==> config.mk <==
export PLATFORM = sky130hd
export DESIGN_NAME = pdts_ctrl
export DESIGN_NICKNAME = d
export VERILOG_FILES = /design/src/hdl/pdts_pkg.sv /design/src/hdl/pdts_ctrl.sv
export SDC_FILE = /design/constraint.sdc
export NUM_CORES = 1
export LEC_CHECK = 0
export ABC_AREA = 1
export BUFFER_PORTS_ARGS = -buffer_cell sky130_fd_sc_hd__buf_2
export CORE_ASPECT_RATIO = 0.6
export CORE_MARGIN = 3
export CORE_UTILIZATION = 47
export DETAILED_ROUTE_END_ITERATION = 10
export HOLD_SLACK_MARGIN = 0.02
export PLACE_DENSITY = 0.84
export SETUP_SLACK_MARGIN = 0.15
export SYNTH_ARGS = -nofsm -noshare
export SYNTH_HDL_FRONTEND = slang
export SYNTH_SLANG_ARGS = --single-unit
==> constraint.sdc <==
create_clock -name clk -period 3.8 [get_ports clk]
set_clock_uncertainty 0.05 [all_clocks]
set_input_delay 0.38 -clock clk [delete_from_list [all_inputs] [get_ports clk]]
set_output_delay 0.38 -clock clk [all_outputs]
set_load 0.02 [all_outputs]
==> src/hdl/pdts_pkg.sv <==
// Shared types and codes for the pass dependency topological sort block.
// Used by pdts_ctrl, pdts_dp and pass_dependency_topo_sort.
package pdts_pkg;
  // Store depth: pass and resource slots.
  localparam int MAX_PASSES    = 32;
  localparam int MAX_RESOURCES = 64;

  localparam logic [1:0] KIND_TOUCH   = 2'd0;
  localparam logic [1:0] KIND_COMPILE = 2'd1;
  localparam logic [1:0] KIND_CLEAR   = 2'd2;

  localparam logic [1:0] ST_OK       = 2'd0;
  localparam logic [1:0] ST_REJECT   = 2'd1;
  localparam logic [1:0] ST_EMPTY    = 2'd2;

  localparam logic CFG_PASS_COUNT     = 1'b0;
  localparam logic CFG_RESOURCE_COUNT = 1'b1;

  typedef struct packed {
    logic [1:0] kind;
    logic [4:0] pass_index;
    logic [5:0] resource_index;
  } in_item_t;

  typedef struct packed {
    logic [1:0] status;
    logic [4:0] pass_index_res;
    logic       last;
  } out_item_t;

  // Controller commands to the datapath.
  typedef struct packed {
    logic touch;      // record the input touch
    logic clear;      // empty the touch store
    logic build_init; // zero edges and degrees, start at resource 0
    logic build_step; // process one resource column
    logic seed_step;  // test one pass for zero in-degree
    logic pop;        // take the queue head as current pass
    logic visit_step; // visit one successor of current pass
  } dp_cmd_t;

  typedef struct packed {
    logic build_done;
    logic seed_done;
    logic queue_empty;
    logic visit_done;
  } dp_stat_t;
endpackage

==> src/hdl/pdts_ctrl.sv <==
// Controller: sequences touch, clear and compile items and drives results.
// Depends on pdts_pkg; commands pdts_dp.
module pdts_ctrl (
  input  logic                  clk,
  input  logic                  rst,
  input  logic                  in_valid,
  output logic                  in_ready,
  input  pdts_pkg::in_item_t    in_data,
  output logic                  out_valid,
  input  logic                  out_ready,
  output pdts_pkg::out_item_t   out_data,
  input  logic [6:0]            np,
  input  logic [6:0]            nr,
  output pdts_pkg::dp_cmd_t     cmd,
  input  pdts_pkg::dp_stat_t    stat,
  input  logic [4:0]            cur_pass
);
  import pdts_pkg::*;
  typedef enum logic [2:0] {S_IDLE, S_BUILD, S_SEED, S_POP, S_EMIT, S_VISIT} state_t;
  state_t state;

  logic out_free, accept, bad, out_load;
  assign out_free = !out_valid || out_ready;
  assign in_ready = (state == S_IDLE) && out_free;
  assign accept   = in_valid && in_ready;
  assign bad = (7'(in_data.pass_index) >= np) || (7'(in_data.resource_index) >= nr);

  // Load the output register on a touch result, an empty compile or an order entry.
  assign out_load = (accept && (in_data.kind == KIND_TOUCH ||
                                (in_data.kind == KIND_COMPILE && np == '0))) ||
                    (state == S_EMIT && out_free);

  // Commands from state and current item.
  always_comb begin
    cmd = '0;
    cmd.touch      = accept && in_data.kind == KIND_TOUCH && !bad;
    cmd.clear      = accept && in_data.kind == KIND_CLEAR;
    cmd.build_init = accept && in_data.kind == KIND_COMPILE && np != '0;
    cmd.build_step = state == S_BUILD && nr != '0;
    cmd.seed_step  = state == S_SEED;
    cmd.pop        = state == S_POP && !stat.queue_empty;
    cmd.visit_step = state == S_VISIT;
  end

  // Hold state and the output register.
  always_ff @(posedge clk) begin
    if (rst) begin
      state     <= S_IDLE;
      out_valid <= 1'b0;
      out_data  <= '0;
    end else begin
      if (out_load) out_valid <= 1'b1;
      else if (out_ready) out_valid <= 1'b0;
      case (state)
        S_IDLE: begin
          if (accept) begin
            case (in_data.kind)
              KIND_TOUCH: begin
                out_data <= '{status: bad ? ST_REJECT : ST_OK,
                              pass_index_res: '0, last: 1'b1};
              end
              KIND_COMPILE: begin
                if (np == '0) begin
                  out_data <= '{status: ST_EMPTY, pass_index_res: '0, last: 1'b1};
                end else begin
                  state <= S_BUILD;
                end
              end
              default: ;
            endcase
          end
        end
        S_BUILD: if (nr == '0 || stat.build_done) state <= S_SEED;
        S_SEED:  if (stat.seed_done) state <= S_POP;
        S_POP:   state <= stat.queue_empty ? S_IDLE : S_VISIT;
        S_VISIT: if (stat.visit_done) state <= S_EMIT;
        S_EMIT: begin
          if (out_free) begin
            out_data <= '{status: ST_OK, pass_index_res: cur_pass, last: stat.queue_empty};
            state    <= S_POP;
          end
        end
        default: state <= S_IDLE;
      endcase
    end
  end

  a_busy_noaccept: assert property (@(posedge clk) disable iff (rst)
    state != S_IDLE |-> !in_ready) else $error("accept while busy");
  a_emit_holds: assert property (@(posedge clk) disable iff (rst)
    (out_valid && !out_ready) |=> $stable(out_data)) else $error("result changed while stalled");
  a_last_ends: assert property (@(posedge clk) disable iff (rst)
    (state == S_EMIT && out_free && stat.queue_empty) |=> state == S_POP)
    else $error("sequence lost");
endmodule
# == After elaboration in Yosys (flattened, before gate mapping) ==
# Cells that the tools add are included.
# classes
n_reduce_logical,30
n_lt_le_gt_ge,2
n_eq_ne,16
muxes,17
# ops
op,n
$pmux 8 s2,2
$mux 3,8
$mux 8,3
$pmux 3 s6,1
$logic_not 7->1,2
$reduce_bool 7->1,2
$logic_and 1x1->1,12
$ne 2x1->1 const B,4
$ge 5x7->1,1
$ge 6x7->1,1
$reduce_and 7->1,1
$eq 3x2->1 const B,2
$eq 3x3->1 const B,2
$ne 2x2->1 const B,3
$logic_or 1x1->1,5
$reduce_and 5->1,1
$reduce_bool 2->1,2
$eq 3x1->1 const B,1
$logic_not 1->1,3
$logic_not 3->1,1
$mux 1,3
$ne 3x1->1 const B,1
$ne 3x3->1 const B,1
$eq 2x1->1 const B,1
2 further kinds,2
# totals
out_inout_bits,17
reg_bits,12
word_cells,70
in_bits,40

# == Depth between registers and ports, before layout ==
# Gate-level depths: netlist (run 1).
# logic_depth
ltp_word,7
depth_mapped,11
mapped_depth_nobuf,11

# == Least setup slack after synthesis (run 1) ==
# OpenSTA, ideal clock, no wires.
# synth_timing
kind,input -> output
from,input nr[2]
to,output cmd[6] (netlist bit)
n_path_buf,0
slack_ns,1.849
stages,7
required_time_ns,3.370
arrival_time_ns,1.521
cell_sequence,inv_1 -> ha_1 -> nand3_1 -> nand2_1 -> o21ai_0 -> nand3_1 -> nor3_1
# synth_lines
item,line,text
"start, declared",pdts_ctrl.sv:13,"input logic [6:0] nr,"
"end, declared",pdts_ctrl.sv:14,"output pdts_pkg::dp_cmd_t cmd,"

==> impl_metrics.py, run 1 <==
metrics = {
    "run_status": {
        "outcome": "completed",
    },
    "global_routing": {
        "grt_pass1_wl_mm": 4.73,
        "grt_max_degree": 12,
        "grt_overflow": 0,
        "antenna_found_initial": 0,
        "track_usage_pct": 21.4,
        "grt_pass1_vias": 1177,
    },
    "yosys": {
        "synth.yosys.seq_area_share_pct": 23.2,
        "synth_top_cells_by_area": "dfxtp_1, ha_1, nand2_1, inv_1, nor2_1",
        "synth_xor_xnor_area_share_pct": 0,
        "async_flop_share_pct": 0,
        "yosysWarnings": 0,
        "synth-edff-count": 0,
        "netlist.area_leader.share_pct": 23.2,
        "synth_top_flop_cell": "dfxtp_1",
        "synth-compound-area-share_pct": 10.7,
        "yosysUniqueCellTypes": 21,
        "muxShareOfSynthArea_pct": 0,
        "synth-simple-area-share_pct": 39.7,
        "yosys.area.top_type": "dfxtp_1",
        "ys_ff_latch": 12,
        "syn_nets": 219,
        "yosysMostFrequentCell": "nand2_1",
        "postSynthCellCount": 168,
        "synthTopCellsByCount": "nand2_1, inv_1, nor2_1, nand3_1, dfxtp_1",
        "synth_fa_ha_area_share_pct": 13.3,
        "mappedNetlistArea_sq_mm": 0.00103,
        "syn_avg_cell_area_sq_um": 6.15,
        "synth_top_family_by_area": "simple AND/OR/NAND/NOR gates",
    },
    "timing": {
        "finalCritPeriodShare_pct": 51.8,
        "max_clock_freq_mhz": 508,
        "rsz0062_at_grt": "no",
        "period_minus_slack_ns": 1.97,
        "fin_setup_tns_ns": 0,
        "slew_violations": 0,
        "slew_headroom_pct": 81.5,
        "finalSetupViolations": 0,
        "final-hold-violation-count": 0,
        "worst-slew-pin-transition_ns": 0.277,
        "hold_ws_ns": 0.345,
    },
    "clock_network": {
        "cts.sinks": 12,
        "htree_levels": 1,
        "clockBufferDepth": 2,
        "clock_latency_ns": 0.24,
        "cts_root_buf": "clkbuf_8",
        "ctsResizeCount": 0,
        "numCtsBuffers": 3,
        "tritoncts": "built",
        "postCtsSetupBuffers": 0,
        "clk_pin_slew_ns": 0.05,
        "cts_hold_buf": 0,
    },
    "worst_setup_path": {
        "path_cells": "buf_2, inv_1, ha_1, nand3_1, nand2_1, o21ai_0, nand3_1, nor3_1, buf_2",
        "crit_slowest_cell": "ha_1",
        "worst_setup_path_end_kind": "primary output",
        "worstPathRequired_ns": 3.37,
        "critPathMaxStageDelay_ns": 0.28,
        "arrival_ns": 1.54,
        "path_delay_family": "simple AND/OR/NAND/NOR gates",
        "start_kind": "input port",
        "cp_max_fo": 2,
        "cp.buffers_inverters": 3,
        "crit_type": "in -> out",
    },
    "floorplan": {
        "die_y_um": 42.3,
        "start_util_pct": 52.5,
        "rows": 12,
        "core_sq_mm": 0.00197,
        "fp.dieArea_sq_mm": 0.00282,
        "die_w_um": 66.5,
        "ios": 57,
    },
    "drt": {
        "drt_iter0_drc": 29,
        "dr.pass1.iters": 4,
        "remaining_drc_errors": 0,
        "ant_nets": 0,
        "wl_mm": 2.77,
        "wl_per_cell_um": 10.9,
        "post_drt_via_cell_ratio": 4.83,
        "vias": 1228,
    },
    "placement": {
        "place_hpwl_mm": 2.40,
        "gp_congestion": 0.935,
        "portBuffers": 56,
        "dpl_cell_area_sq_mm": 0.00134,
    },
    "power": {
        "cellPowerDensity_mw_per_mm2": 400,
        "power.share.sequential_pct": 29.3,
        "peakVddDrop_mv": 0.313,
        "p_int_mw": 0.314,
        "power.leakage_nw": 0.815,
        "swShare_pct": 43.1,
        "power_mw": 0.551,
        "switchingPower_mw": 0.237,
        "clockPowerShare_pct": 20.8,
        "p_comb_share_pct": 50.0,
    },
    "final_layout": {
        "syn_to_final_growth_pct": 33.4,
        "fin_nets": 279,
        "drive_gt1_share_pct": 31.4,
        "design_area_sq_mm": 0.00138,
        "antennaDiodeCount": 0,
    },
    "job": {
        "drv_cap": 0,
    },
    "min_path": {
        "worstHoldPathType": "in -> reg",
    },
}
==> area by class of cell <==
type | instances | area [sq um]
Fill cell | 191 | 588
Inverter | 33 | 124
Sequential cell | 12 | 240
Timing Repair Buffer | 56 | 280
Tap cell | 28 | 35.0
Multi-Input combinational cell | 122 | 658
Clock buffer | 3 | 41.3
==> sequential cells by signal (all words and copies together) (netlist names) <==
register	flops
out_valid	1
out_data	8
state	3
==> stage by stage <==
stage | util (%) | worst slack, ns | std cells
6_report | 70.1 | 1.83 | 254
2_1_floorplan | - | 1.85 | 168
4_1_cts | 70.1 | 1.83 | 254
3_5_place_dp | 68.0 | 1.83 | 251
3_3_place_gp | 68.0 | 1.89 | 251
5_1_grt | 70.1 | 1.68 | 254
==> worst register-to-register path: cells and delay by family, from the launching register on <==
kind	cells	cell delay [ns]
AND/OR/NAND/NOR	7	0.84
AO/OA/AOI/OAI	1	0.13
flip-flops	1	0.37
==> power groups by stage <==
stage               Sequential (mW)  Combinational, mW  Clock (mW)
finish                        0.161              0.275       0.114
global route                  0.163              0.311       0.125
CTS                           0.161              0.276       0.118
detailed placement            0.163              0.274           0
global placement              0.162              0.265           0
floorplan                     0.175              0.182           0
==> worst paths after layout <==
kind                            depth (start not counted)  slack (ns)        start           to
worst min-delay path                                    3        0.35  cur_pass[3]  out_data[4]
worst min register to register                          2        0.43  out_data[0]  out_data[0]
worst max-delay path                                    9        1.83        nr[1]       cmd[6]
worst max register to register                          8        2.31     state[1]  out_data[7]
==> cells by family (layout without fill, tap and decap cells) <==
| family | Yosys count | in the layout |
|---|---|---|
| AO/OA/AOI/OAI | 21 | 21 |
| adder cells (fa/ha/maj) | 11 | 11 |
| buffers and inverters | 34 | 92 |
| flip-flops | 12 | 12 |
| AND/OR/NAND/NOR | 90 | 90 |
==> layer usage <==
metal  part of all wire (%)  GRT usage, %  up-vias
met5                      0             0        -
met4                      0          1.62        0
met3                    7.8          8.58        0
met2                     48          36.6       40
met1                     44          26.1      536
li1                       -             -      652
==> cell usage in the layout (no fill, tap or decap) <==
master,n
a211oi_1,1
a21oi_1,10
buf_2,56
clkbuf_8,3
dfxtp_1,12
ha_1,11
inv_1,30
inv_2,3
nand2_1,36
nand2_2,2
nand3_1,13
nand3_2,1
nand4_1,2
nor2_1,26
nor2_2,2
nor2_4,2
nor3_1,4
nor3_4,1
o21ai_0,3
o21ai_1,6
o21bai_1,1
or2_2,1
Power figures use the tool's default switching activity.
==> inputs of run 2 (changes only) <==
CORE_UTILIZATION = 40   (was 47)
PLACE_DENSITY = 0.76   (was 0.84)
clock period = 1.69 ns   (was 3.8 ns; I/O delays follow)
==> run 2 against run 1 <==
  * Clock-buffer cell count increased by 1
  * Combinational power rose to 2.9 times the previous value
  * Hold slack got worse by 0.23 ns
  * Cell area is 13% higher
  * Largest cell class unchanged
  * Largest power group unchanged
==> impl_metrics.py, run 2 (same netlist as run 1, synthesis figures left out) <==
metrics = {
    "timing": {
        "finalSetupViolations": 0,
        "period_minus_slack_ns": 1.58,
        "fin_setup_tns_ns": 0,
        "worst_slack_ns": 0.105,
        "max_clock_freq_mhz": 631,
        "worst-slew-pin-transition_ns": 0.333,
        "rsz0062_at_grt": "yes",
        "final-hold-violation-count": 0,
        "hold_ws_ns": 0.119,
        "finalCritPeriodShare_pct": 93.8,
        "slew_violations": 0,
        "slew_headroom_pct": 77.6,
    },
    "global_routing": {
        "track_usage_pct": 18.5,
        "grt_overflow": 0,
        "grt_pass1_wl_mm": 4.60,
        "grt_pass1_vias": 1090,
        "grt_max_degree": 12,
        "antenna_found_initial": 0,
    },
    "final_layout": {
        "fin_cells": 269,
        "antennaDiodeCount": 0,
        "drive_gt1_share_pct": 39.3,
        "fin_nets": 291,
        "utilization_pct": 67.2,
        "fillCellCount": 197,
        "final_cell_mix": "buf_2, nand2_1, inv_1, nor2_1, buf_4",
        "design_area_sq_mm": 0.00155,
        "largest_registers": "out_data x8, state x3, out_valid x1",
        "largest_reg_flops": 8,
        "syn_to_final_growth_pct": 50.1,
        "layout_commonest_cell": "buf_2",
        "regMostFlops": "out_data",
    },
    "power": {
        "peakVddDrop_mv": 0.737,
        "power.leakage_nw": 0.887,
        "cellPowerDensity_mw_per_mm2": 953,
        "power_mw": 1.48,
    },
    "worst_setup_path": {
        "rr_startpoint": "state[0]",
        "start_kind": "flip-flop",
        "reg2reg_depth": 9,
        "worstPathRequired_ns": 1.47,
        "path_cells": "nor2_4, nand2_4, nor3_4, inv_2, nor3_2, buf_4",
        "crit_slowest_cell": "dfxtp_2",
        "crit_type": "reg -> out",
        "critPathMaxStageDelay_ns": 0.34,
        "cp_max_fo": 3,
        "worst_setup_path_end_kind": "primary output",
        "r2r_slack_ns": 0.20,
        "arrival_ns": 1.37,
        "rr_endpoint": "out_data[2]",
    },
    "drt": {
        "dr.pass1.iters": 4,
        "wl_per_cell_um": 11.1,
        "drt_iter0_drc": 66,
        "wl_mm": 2.99,
        "post_drt_via_cell_ratio": 4.57,
        "vias": 1230,
        "ant_nets": 0,
        "remaining_drc_errors": 0,
    },
    "min_path": {
        "hold_start": "cur_pass[3]",
        "hold_depth": 3,
        "holdPathEnd": "out_data[4]",
        "worstHoldPathType": "in -> reg",
    },
    "floorplan": {
        "ios": 57,
        "core_sq_mm": 0.00231,
        "start_util_pct": 44.7,
        "die_w_um": 71.6,
        "die_y_um": 45.4,
        "rows": 13,
        "fp.dieArea_sq_mm": 0.00325,
    },
    "placement": {
        "portBuffers": 56,
        "place_hpwl_mm": 2.28,
        "dpl_cell_area_sq_mm": 0.00135,
        "post-place-ws_ns": 0.174,
        "dp.cells": 254,
        "gp_congestion": 0.832,
    },
    "clock_network": {
        "numCtsBuffers": 3,
        "clock_latency_ns": 0.25,
        "htree_levels": 1,
        "cts_root_buf": "clkbuf_8",
        "tritoncts": "built",
        "cts.sinks": 12,
        "clk_pin_slew_ns": 0.06,
        "clockBufferDepth": 2,
    },
    "job": {
        "drv_cap": 0,
    },
    "run_status": {
        "outcome": "completed",
    },
}
-- run 2: final cells by class --
type	instances	area, sq um	share of cell area (%)
clock buffers	4	55.1	3.55
inverters	33	124	7.98
multi-input cells	122	701	45.2
flip-flops and latches	12	246	15.9
well taps	30	37.5	2.42
repair buffers	68	388	25.0
-- run 2: worst max-delay path by stage --
stage,from,endpoint,slack [ns],depth (start not counted)
after global routing,state[0],cmd[5],0.04,6
final,state[0],cmd[6],0.11,6
after CTS,state[1],cmd[4],0.07,7
after floorplan,nr[2],cmd[6],0.16,7
after global placement,nr[4],cmd[6],0.20,9
after detailed placement,nr[2],cmd[6],0.17,9
-- run 2: worst max-delay path: cells and delay by family, from the launching register on --
family	cells	cell delay, ns
simple gates	4	0.54
flops	1	0.34
buf+inv	2	0.24
-- run 2: what timing repair did --
action	4_1_cts	5_1_grt
buffers inserted	4	7
pin swaps	3	4
hold endpoints to repair	0	0
setup endpoints to repair	4	14
resized for setup	13	8
hold buffers	0	0
-- run 2: layer usage --
metal / vias to the layer above / global-route usage [%] / routed length, um
met5: - / 0 / 0
met4: 0 / 5.99 / 29
met3: 4 / 5.73 / 159
met2: 25 / 29.4 / 1290
met1: 530 / 24.3 / 1520
li1: 671 / - / -
-- run 2: where the power goes --
| group | internal (mW) | switching, mW |
|---|---|---|
| combinational | 0.337 | 0.458 |
| sequential | 0.330 | 0.0313 |
| clock | 0.206 | 0.117 |
| total | 0.873 | 0.606 |
